### src/rtl/tsdw_pkg.sv
package tsdw_pkg;

   localparam int TICK_W = 64;
   localparam int SECS_W = 32;
   localparam int REM_W = 29;
   localparam int CSR_W = 8;
   localparam int CSR_IDX_W = 1;

   localparam logic [CSR_IDX_W-1:0] CSR_FENCE_MODE = 1'd0;
   localparam logic [CSR_IDX_W-1:0] CSR_GRACE = 1'd1;

   localparam longint unsigned TEN_YEARS_SECONDS = 64'd315360000;
   localparam int GRACE_RESET_SECONDS = 30;

   typedef enum logic [1:0] {
      ACT_TICK = 2'd0,
      ACT_ARM = 2'd1,
      ACT_READ = 2'd2
   } action_type;

   typedef enum logic [1:0] {
      MODE_CRASH = 2'd0,
      MODE_RESTART = 2'd1,
      MODE_HALT = 2'd2,
      MODE_NETFILTER = 2'd3
   } fence_mode_type;

   typedef enum logic [1:0] {
      EV_NONE = 2'd0,
      EV_PANIC = 2'd1,
      EV_RESTART = 2'd2,
      EV_HALT = 2'd3
   } fence_event_type;

   typedef enum logic [1:0] {
      STG_NONE = 2'd0,
      STG_FIRST = 2'd1,
      STG_ESCALATED = 2'd2
   } fence_stage_type;

   typedef struct packed {
      logic is_read;
      logic infinite;
      logic expired;
      logic status;
      fence_event_type fence_ev;
   } tag_type;

endpackage

### src/rtl/two_stage_deadline_watchdog.sv
// Throughput: one transaction per cycle unless rsp_ready stalls the output; the tick
// counter and deadline registers are updated in a single stage, and the read path
// divides by a reciprocal multiply spread over four stages behind it.
// Reset (synchronous): tick counter zero, deadline disarmed (all ones), not fenced,
// fence mode crash, grace 30 seconds, pipeline empty.
module two_stage_deadline_watchdog #(
   parameter int TICKS_PER_SECOND = 1000
) (
   input  logic                                  clock,
   input  logic                                  reset,
   input  logic                                  req_valid,
   output logic                                  req_ready,
   input  logic [1:0]                            req_action,
   input  logic [tsdw_pkg::SECS_W-1:0]           req_timer_seconds,
   output logic                                  rsp_valid,
   input  logic                                  rsp_ready,
   output logic [1:0]                            rsp_fence_event,
   output logic                                  rsp_expired,
   output logic [tsdw_pkg::REM_W-1:0]            rsp_remaining_seconds,
   output logic                                  rsp_remaining_infinite,
   output logic                                  rsp_status,
   input  logic                                  csr_write_enable,
   input  logic [tsdw_pkg::CSR_IDX_W-1:0]        csr_index,
   input  logic [tsdw_pkg::CSR_W-1:0]            csr_write_data
);

   localparam int NSTG = 8;
   localparam int TW = tsdw_pkg::TICK_W;
   localparam int RW = tsdw_pkg::REM_W;
   localparam int TPS_W = $clog2(TICKS_PER_SECOND + 1);
   localparam int SPAN_W = tsdw_pkg::SECS_W + TPS_W;
   localparam logic [TW-1:0] MAX_SPAN =
      TW'(tsdw_pkg::TEN_YEARS_SECONDS) * TW'(TICKS_PER_SECOND);
   localparam int LEFT_W = $clog2(MAX_SPAN + 1);
   localparam int GRACE_W = $clog2(255 * TICKS_PER_SECOND + 1);
   localparam int RECIP_W = LEFT_W + 1;
   localparam logic [RECIP_W-1:0] RECIP =
      RECIP_W'((65'(1) << LEFT_W) / TICKS_PER_SECOND);
   localparam int LO_W = (LEFT_W + 1) / 2;
   localparam int HI_W = LEFT_W - LO_W;
   localparam int MHI_W = RECIP_W - LO_W;
   localparam int PLL_W = LO_W + LO_W;
   localparam int PLH_W = LO_W + MHI_W;
   localparam int PHL_W = HI_W + LO_W;
   localparam int PHH_W = HI_W + MHI_W;
   localparam int P_W = LEFT_W + RECIP_W;

   // pipeline control
   logic [NSTG-1:0] valid_ff, valid_in, load;

   // configuration and watchdog state
   tsdw_pkg::fence_mode_type mode_ff, mode_in;
   logic [GRACE_W-1:0] grace_ticks_ff, grace_ticks_in;
   logic [TW-1:0] tick_ff, tick_in;
   logic [TW-1:0] deadline_ff, deadline_in;
   tsdw_pkg::fence_stage_type stage_ff, stage_in;

   // stage payloads
   tsdw_pkg::action_type act0_ff;
   logic [tsdw_pkg::SECS_W-1:0] secs0_ff;
   tsdw_pkg::action_type act1_ff;
   logic [LEFT_W-1:0] span1_ff;
   logic zero1_ff, reject1_ff;
   logic [SPAN_W-1:0] span_full;
   logic [TW-1:0] tick2_ff, dl2_ff;
   tsdw_pkg::tag_type tag2_ff, tag2_in, tag3_ff, tag4_ff, tag5_ff, tag6_ff;
   tsdw_pkg::tag_type tag3_in, tag4_in;
   logic [TW-1:0] left3_ff;
   logic [LEFT_W-1:0] l4_ff, l5_ff, l6_ff;
   logic [PLL_W-1:0] pp_ll_ff;
   logic [PLH_W-1:0] pp_lh_ff;
   logic [PHL_W-1:0] pp_hl_ff;
   logic [PHH_W-1:0] pp_hh_ff;
   logic [P_W-1:0] prod_sum;
   logic [RW-1:0] qest5_ff, qest6_ff, quot;
   logic [LEFT_W-1:0] prod6_ff, rem7;

   // output register
   tsdw_pkg::tag_type tag7_ff;
   logic [RW-1:0] remaining7_ff;

   tsdw_pkg::fence_event_type first_ev;
   logic [TW-1:0] past_dl;
   logic fire;

   // a stage takes new data when it is empty or its contents move on
   always_comb begin
      load[NSTG-1] = !valid_ff[NSTG-1] || rsp_ready;
      for (int k = NSTG - 2; k >= 0; k--) begin
         load[k] = !valid_ff[k] || load[k+1];
      end
      valid_in = ({valid_ff[NSTG-2:0], req_valid} & load) | (valid_ff & ~load);
   end

   assign req_ready = load[0];

   always_ff @(posedge clock) begin
      if (reset) begin
         valid_ff <= '0;
      end else begin
         valid_ff <= valid_in;
      end
   end

   always_comb begin
      mode_in = mode_ff;
      grace_ticks_in = grace_ticks_ff;
      if (csr_write_enable) begin
         case (csr_index)
            tsdw_pkg::CSR_FENCE_MODE: begin
               mode_in = tsdw_pkg::fence_mode_type'(csr_write_data[1:0]);
            end
            tsdw_pkg::CSR_GRACE: begin
               grace_ticks_in = GRACE_W'(csr_write_data) * GRACE_W'(TICKS_PER_SECOND);
            end
            default: ;
         endcase
      end
   end

   always_comb begin
      case (mode_ff)
         tsdw_pkg::MODE_CRASH: first_ev = tsdw_pkg::EV_PANIC;
         tsdw_pkg::MODE_RESTART: first_ev = tsdw_pkg::EV_RESTART;
         default: first_ev = tsdw_pkg::EV_HALT;
      endcase
   end

   // state update: the check tests the incremented count, done here on the old one
   always_comb begin
      tick_in = tick_ff;
      deadline_in = deadline_ff;
      stage_in = stage_ff;
      tag2_in = '0;
      tag2_in.fence_ev = tsdw_pkg::EV_NONE;
      tag2_in.is_read = (act1_ff == tsdw_pkg::ACT_READ);
      past_dl = tick_ff - deadline_ff;
      fire = (tick_ff >= deadline_ff) && (tick_ff != '1) &&
             (mode_ff != tsdw_pkg::MODE_NETFILTER);
      if (valid_ff[1] && load[2]) begin
         case (act1_ff)
            tsdw_pkg::ACT_TICK: begin
               tick_in = tick_ff + TW'(1);
               if (fire) begin
                  if (stage_ff == tsdw_pkg::STG_NONE) begin
                     stage_in = tsdw_pkg::STG_FIRST;
                     tag2_in.fence_ev = first_ev;
                  end else if (stage_ff == tsdw_pkg::STG_FIRST &&
                               past_dl >= TW'(grace_ticks_ff)) begin
                     stage_in = tsdw_pkg::STG_ESCALATED;
                     tag2_in.fence_ev = tsdw_pkg::EV_PANIC;
                  end
               end
            end
            tsdw_pkg::ACT_ARM: begin
               if (zero1_ff) begin
                  deadline_in = '1;
               end else if (reject1_ff) begin
                  tag2_in.status = 1'b1;
               end else begin
                  deadline_in = tick_ff + TW'(span1_ff);
               end
            end
            default: ;
         endcase
      end
   end

   always_ff @(posedge clock) begin
      if (reset) begin
         mode_ff <= tsdw_pkg::MODE_CRASH;
         grace_ticks_ff <= GRACE_W'(tsdw_pkg::GRACE_RESET_SECONDS * TICKS_PER_SECOND);
         tick_ff <= '0;
         deadline_ff <= '1;
         stage_ff <= tsdw_pkg::STG_NONE;
      end else begin
         mode_ff <= mode_in;
         grace_ticks_ff <= grace_ticks_in;
         tick_ff <= tick_in;
         deadline_ff <= deadline_in;
         stage_ff <= stage_in;
      end
   end

   assign span_full = SPAN_W'(secs0_ff) * SPAN_W'(TICKS_PER_SECOND);

   always_comb begin
      tag3_in = tag2_ff;
      tag3_in.expired = (tick2_ff > dl2_ff);
      tag4_in = tag3_ff;
      tag4_in.infinite = tag3_ff.is_read && (left3_ff > MAX_SPAN);
   end

   always_comb begin
      prod_sum = (P_W'(pp_hh_ff) << (2 * LO_W)) + (P_W'(pp_lh_ff) << LO_W) +
                 (P_W'(pp_hl_ff) << LO_W) + P_W'(pp_ll_ff);
      rem7 = l6_ff - prod6_ff;
      quot = qest6_ff + RW'(rem7 >= LEFT_W'(TICKS_PER_SECOND));
   end

   always_ff @(posedge clock) begin
      if (load[0]) begin
         act0_ff <= tsdw_pkg::action_type'(req_action);
         secs0_ff <= req_timer_seconds;
      end
      if (load[1]) begin
         act1_ff <= act0_ff;
         span1_ff <= span_full[LEFT_W-1:0];
         zero1_ff <= (secs0_ff == '0);
         reject1_ff <= (secs0_ff > tsdw_pkg::SECS_W'(tsdw_pkg::TEN_YEARS_SECONDS));
      end
      if (load[2]) begin
         tick2_ff <= tick_in;
         dl2_ff <= deadline_in;
         tag2_ff <= tag2_in;
      end
      if (load[3]) begin
         tag3_ff <= tag3_in;
         left3_ff <= dl2_ff - tick2_ff;
      end
      if (load[4]) begin
         tag4_ff <= tag4_in;
         l4_ff <= left3_ff[LEFT_W-1:0];
         pp_ll_ff <= PLL_W'(left3_ff[LO_W-1:0]) * PLL_W'(RECIP[LO_W-1:0]);
         pp_lh_ff <= PLH_W'(left3_ff[LO_W-1:0]) * PLH_W'(RECIP[RECIP_W-1:LO_W]);
         pp_hl_ff <= PHL_W'(left3_ff[LEFT_W-1:LO_W]) * PHL_W'(RECIP[LO_W-1:0]);
         pp_hh_ff <= PHH_W'(left3_ff[LEFT_W-1:LO_W]) * PHH_W'(RECIP[RECIP_W-1:LO_W]);
      end
      if (load[5]) begin
         tag5_ff <= tag4_ff;
         l5_ff <= l4_ff;
         qest5_ff <= RW'(prod_sum >> LEFT_W);
      end
      if (load[6]) begin
         tag6_ff <= tag5_ff;
         l6_ff <= l5_ff;
         qest6_ff <= qest5_ff;
         prod6_ff <= LEFT_W'(qest5_ff) * LEFT_W'(TICKS_PER_SECOND);
      end
      if (load[7]) begin
         tag7_ff <= tag6_ff;
         remaining7_ff <= (tag6_ff.is_read && !tag6_ff.infinite) ? quot : '0;
      end
   end

   assign rsp_valid = valid_ff[NSTG-1];
   assign rsp_fence_event = tag7_ff.fence_ev;
   assign rsp_expired = tag7_ff.expired;
   assign rsp_remaining_seconds = remaining7_ff;
   assign rsp_remaining_infinite = tag7_ff.infinite;
   assign rsp_status = tag7_ff.status;

   a_stage_sticky: assert property (@(posedge clock) disable iff (reset)
      stage_ff == tsdw_pkg::STG_ESCALATED |=> stage_ff == tsdw_pkg::STG_ESCALATED)
      else $error("fence stage left escalated");

   a_escalate_from_first: assert property (@(posedge clock) disable iff (reset)
      (stage_ff == tsdw_pkg::STG_ESCALATED && $past(stage_ff) != tsdw_pkg::STG_ESCALATED)
      |-> $past(stage_ff) == tsdw_pkg::STG_FIRST)
      else $error("escalated fence without a first fence");

   a_infinite_no_count: assert property (@(posedge clock) disable iff (reset)
      rsp_valid && rsp_remaining_infinite |-> rsp_remaining_seconds == '0)
      else $error("remaining count with infinite flag");

   a_remaining_bound: assert property (@(posedge clock) disable iff (reset)
      rsp_valid |-> rsp_remaining_seconds <= RW'(tsdw_pkg::TEN_YEARS_SECONDS))
      else $error("remaining seconds beyond ten years");

endmodule

### config.mk
export PLATFORM = sky130hd
export DESIGN_NAME = two_stage_deadline_watchdog
export DESIGN_NICKNAME = d
export VERILOG_FILES = /design/src/rtl/tsdw_pkg.sv /design/src/rtl/two_stage_deadline_watchdog.sv
export SDC_FILE = /design/constraint.sdc
export NUM_CORES = 2
export LEC_CHECK = 0
export BUFFER_PORTS_ARGS = -buffer_cell sky130_fd_sc_hd__buf_2
export CAP_MARGIN = 30
export CORE_UTILIZATION = 40
export DETAILED_ROUTE_END_ITERATION = 12
export GPL_TIMING_DRIVEN = 0
export PLACE_DENSITY = 0.61
export SKIP_LAST_GASP = 1
export SLEW_MARGIN = 5
export SYNTH_ARGS = -nofsm -noshare
export SYNTH_HDL_FRONTEND = slang
export SYNTH_SLANG_ARGS = --single-unit
export TNS_END_PERCENT = 1
### constraint.sdc
create_clock -name clock -period 8 [get_ports clock]
set_clock_uncertainty 0.15 [all_clocks]
set_input_delay 0.4 -clock clock [delete_from_list [all_inputs] [get_ports clock]]
set_output_delay 0.4 -clock clock [all_outputs]
set_load 0.03 [all_outputs]
### After elaboration in Yosys (flattened, before gate mapping)

Cells that the tools add are included.

* add/subtract/negate cells: 9
* multipliers: 7
* magnitude comparators: 6
* equality and inequality tests: 6
* multiplexer cells: 12
* bitwise operators: 7
* reduce and logical (&&, ||, !) cells: 33

Operators by type and width (number)
* two-way mux 64 bit: 6
* subtractor 64 bit: 2
* adder 68 x 39 -> 68 bit: 1
* adder 68 x 50 -> 68 bit: 1
* adder 68 x 58 -> 68 bit: 1
* adder 64 x 1 -> 64 bit (second input constant): 1
* adder 64 x 39 -> 64 bit: 1
* >= comparator 64 x 18 -> 1 bit: 1
* >= comparator 64 bit: 1
* > comparator 64 x 39 -> 1 bit (second input constant): 1
* > comparator 64 bit: 1
* inequality test 64 bit (second input constant): 1
* >= comparator 39 x 10 -> 1 bit (second input constant): 1
* multiplier 20 x 19 -> 39 bit (second input constant): 1
* subtractor 39 bit: 1
* multiplier 19 x 19 -> 38 bit (second input constant): 1
* multiplier 29 x 7 -> 36 bit (second input constant): 1
* multiplier 32 x 7 -> 36 bit (second input constant): 1
* > comparator 32 x 29 -> 1 bit (second input constant): 1
* logical NOT 32 bit: 1
* adder 29 x 1 -> 29 bit: 1
* multiplier 20 x 8 -> 28 bit (second input constant): 1
* multiplier 19 x 8 -> 26 bit (second input constant): 1
* AND 8 bit: 2
* other kinds (19): 49

* flip-flop bits (word level): 824
* input port bits: 48
* output and inout bits: 36
* word-level logic and storage cells: 132

### Logic depth before layout (Yosys ltp)

* depth in word-level cells: 12
* mapped depth: 27
* depth with buffers taken out: 27

### Worst setup path after synthesis

OpenSTA, ideal clock, no wires.

* path type: reg-to-reg
* start point: reg with a tool-made name
* end point: reg dl2_ff[32] (data pin)
* setup time: 0.268 ns
* data arrival time: 6.098 ns
* required time: 7.582 ns
* slack: 1.485 ns
* stages on the path, launching flop included: 13
* path buffers: 3
* clock period less this slack: 6.515 ns
* cells stage by stage: dfxtp_1 -> nor2b_1 -> inv_1 -> nor2_1 -> nand2_1 -> and3_1 -> nand2b_1 -> clkbuf_1 -> clkbuf_1 -> clkbuf_1 -> nor2_1 -> a21oi_1 -> nand2_1

RTL lines
* end signal, assigned: line two_stage_deadline_watchdog.sv:214 `dl2_ff <= deadline_in;`
* end, declared: line two_stage_deadline_watchdog.sv:65 `logic [TW-1:0] tick2_ff, dl2_ff;`

### Final worst setup path

* start point: reg left3_ff[5]
* end point: reg pp_ll_ff[38] (data pin)

* cells in the longest elaborated chain, start to end: 1

Ends and longest elaborated chain
* start, declared: line two_stage_deadline_watchdog.sv:68 `logic [TW-1:0] left3_ff;`
* start signal, assigned: line two_stage_deadline_watchdog.sv:219 `left3_ff <= dl2_ff - tick2_ff;`
* multiplier 20 x 19 -> 39 bit: line two_stage_deadline_watchdog.sv:224 `pp_ll_ff <= PLL_W'(left3_ff[LO_W-1:0]) * PLL_W'(RECIP[LO_W-1:0]);`
* end signal, assigned: line two_stage_deadline_watchdog.sv:224
* end, declared: line two_stage_deadline_watchdog.sv:70 `logic [PLL_W-1:0] pp_ll_ff;`

No other way between the ends.
A chain may end at the register's enable or synchronous reset.

==> run_results.csv <==
group,metric,value,unit
synth,synth_cell_types,98,
global_routing,met3_usage,2.34,%
drt,post-route-drc-count,0,
worst_setup_path,crit_required,8.28,ns
synth,avgSynthCellArea,10.5,sq um
pwr,power_density,474,nW/um^2
synth,synth_commonest_cells,"inv_1 (933), ha_1 (893), edfxtp_1 (635)",
floorplan,start_util,40.5,%
clock_tree,cts_tree,"built",
sta,fin_crit_sh,93.7,%
place,gp_congestion,0.943,
cells_and_area,nNetsFinal,8105,
global_routing,grt_usage,20.0,%
worst_setup_path,critPathMaxFanout,9,
job,drv_cap,0,
cells_and_area,drive_gt1_share,5.46,%
clock_tree,clk_pin_slew,0.06,ns
synth,ys_ff_latch,790,
floorplan,core_area,166000,sq um
worst_setup_path,rr_worst_depth,27,
global_routing,grt_pass1_wl,264,mm
clock_tree,cts-root-buf,"clkbuf_16",
worst_setup_path,worstSetupStartpoint,"left3_ff[5]",
outcome,status,"completed",
sta,slew_viol_final,0,
cells_and_area,fillers,15500,
drt,vias,46000,
worst_setup_path,crit_path_end_kind,"flop",
pwr,p_int,19.8,mW
drt,antenna_left,0,
synth,synth_nets,7856,
clock_tree,clkLatencyLatePin,0.72,ns
synth,synth_flop_cell,"edfxtp_1",
worst_setup_path,cp_data_arrival_time,7.78,ns
synth,postSynthCellCount,6364,
worst_setup_path,cp_num_buf_inv,6,
worst_hold_path,min_path_cells,4,
sta,tightest_slew,0.970,ns
sta,setup_viol,0,
global_routing,grt_use_met2,35.1,%
global_routing,grt_pass1_vias,47900,
drt,first_pass_iters,5,
sta,min_period,7.50,ns
worst_setup_path,cp-start-kind,"flop",
synth,synthArstFlopShare,0,%
synth,synth.most_common_cell,"inv_1",
global_routing,grt.overflow.total,0,
drt,drtIter0Drc,2343,
sta,max_freq,133,MHz
clock_tree,clkSinkCount,790,
synth,synthTopCellsByArea,"edfxtp_1 (28%), ha_1 (17%), fa_1 (16%), inv_1 (5.2%), dfxtp_1 (4.6%)",
place,dpl.hpwl,136,mm
place,portBuffers,80,
floorplan,die_area,169000,sq um
drt,viasPerCell,5.18,
pwr,leakagePower,33.2,nW
worst_setup_path,slowest_delay,0.78,ns
sta,whs,0.0811,ns
floorplan,die_h,412,um
synth,synth.cell_area,67100,sq um
floorplan,num_rows,149,
floorplan,ios,84,
synth,synth_top_area_share,28.4,%
cells_and_area,area_growth,10.7,%
worst_setup_path,r2r_start,"left3_ff[5]",
worst_setup_path,critPathSlowestCell,"edfxtp_1",
worst_setup_path,cp.depth,27,
worst_setup_path,endpoint,"pp_ll_ff[38]",
pwr,pwr-share-clk,12.4,%
global_routing,antenna_found_initial,2,
synth,seq_area_frac_synth,33.1,%
clock_tree,numCtsBuffers,92,
sta,max_slew_margin,35.3,%
pwr,switching_power,15.4,mW
synth,yosysTopAreaCell,"edfxtp_1",
synth,ys_warn_count,0,
drt,wirelength,167,mm
worst_setup_path,crit_family,"adder cells",
floorplan,die_w,412,um
pwr,switching_share,43.8,%
pwr,ir_drop,1020,uV
global_routing,grt_start_max_net_pins,72,
drt,routedWlPerCell,18.8,um
global_routing,gr-max-usage-layer,"met2",
worst_setup_path,r2r_slack,0.50,ns
worst_hold_path,hp-class,"input port to flop",
clock_tree,clockBufferDepth,3,
synth,synth_edf_count,635,
worst_setup_path,critPathKind,"flop to flop",
global_routing,met1_usage,24.9,%
pwr,power_frac_comb,67.4,%
worst_setup_path,timing.rr.end,"pp_ll_ff[38]",
sta,grt_setup_unrepaired,"no",
clock_tree,htreeDepth,3,
sta,finalSetupTns,0,ns
sta,hold_viol,0,
pwr,p_seq_share,20.2,%
clock_tree,cts_resized,0,
-- per-stage QoR --
step	utilization (%)	setup slack [ns]	instances	area [sq um]	total power [mW]
final	44.8	0.502	8882	74200	35.2
after global routing	44.8	0.105	8880	74200	38.9
after CTS	44.7	0.108	8859	74100	35.5
after detailed placement	42.5	0.159	8646	70500	30.6
after global placement	42.4	-1.83	8633	70200	30.5
after floorplan	-	1.48	6364	67100	25.6
-- power by group through the flow --
stage / clock, mW / combinational, mW / sequential, mW
detailed placement: 0 / 23.4 / 7.20
floorplan: 0 / 18.6 / 6.96
global placement: 0 / 23.3 / 7.19
global route: 4.64 / 27.1 / 7.18
finish: 4.38 / 23.7 / 7.10
CTS: 4.50 / 23.9 / 7.12
-- layer usage --
metal / up-vias / part of all wire (%)
li1: 22600 / -
met1: 22300 / 43
met2: 806 / 49
met3: 278 / 3.3
met4: 2 / 4.2
met5: - / 0.0072
-- worst min-delay path by stage --
stage	endpoint	start
final	grace_ticks_ff[5]	csr_write_data[2]
after global placement	l6_ff[21]	l5_ff[21]
after detailed placement	l5_ff[13]	l4_ff[13]
after floorplan	act1_ff[0]	act0_ff[0]
after CTS	grace_ticks_ff[5]	csr_write_data[2]
after global routing	grace_ticks_ff[5]	csr_write_data[2]
-- cell families after synthesis --
family	Yosys count	synth area share (%)
multiplexers	12	0.183
buffers and inverters	1040	5.88
XOR/XNOR	409	5.34
adder cells (fa/ha/maj)	1444	33.1
AND/OR/NAND/NOR	1449	10.6
flip-flops	790	33.1
AO/OA/AOI/OAI	1220	11.8
-- layout by cell type (no fill, tap or decap), drive strengths merged, types with 63 or more instances in the layout --
cell type,n
ha,893
o21ai,209
nand3,144
nand4,86
inv,943
and2,91
nor3,100
nor2,367
clkbuf,185
nand2b,93
dfxtp,155
xnor2,279
o21a,63
a21o,153
edfxtp,635
nand2,340
fa,551
buf,140
xor2,130
a21oi,417
-- worst reg2reg max path: cells and delay by family (launching register included) --
| family | cells | cell delay [ns] |
|---|---|---|
| flip-flops | 1 | 0.78 |
| buffers and inverters | 6 | 0.62 |
| AO/OA/AOI/OAI | 11 | 2.38 |
| AND/OR/NAND/NOR | 2 | 0.13 |
| XOR/XNOR | 1 | 0.15 |
| adder cells (fa/ha/maj) | 7 | 3.01 |
-- registers in the layout (all words and copies together) (netlist names), 25 cells and up, named ones only --
signal and cells:
deadline_ff 64, dl2_ff 64, l4_ff 37, l5_ff 36, l6_ff 36, left3_ff 64
pp_hh_ff 25, pp_hl_ff 36, pp_lh_ff 27, prod6_ff 34, qest5_ff 29, qest6_ff 29
rsp_remaining_seconds 29, secs0_ff 32, span1_ff 36, tick2_ff 64, tick_ff 64
-- final cells by class --
| cell class | count | area [sq um] | share of cell area [%] |
|---|---|---|---|
| Clock buffer | 104 | 2400 | 3.23 |
| Buffer | 107 | 444 | 0.598 |
| Sequential cell | 790 | 22200 | 29.9 |
| Clock inverter | 68 | 749 | 1.01 |
| Multi-Input combinational cell | 4534 | 41000 | 55.2 |
| Timing Repair Buffer | 155 | 1240 | 1.67 |
| Inverter | 933 | 3510 | 4.72 |
| Antenna cell | 2 | 5.00 | 0.00674 |
| Tap cell | 2189 | 2740 | 3.69 |
-- what timing repair did --
item / 4_1_cts / 5_1_grt
endpoints found under the hold margin: 42 / 0
endpoints found under the setup margin: 0 / 4
setup buffers: 0 / 19
hold buffers: 41 / 0
No activity file was read; power rests on OpenSTA's default activity.
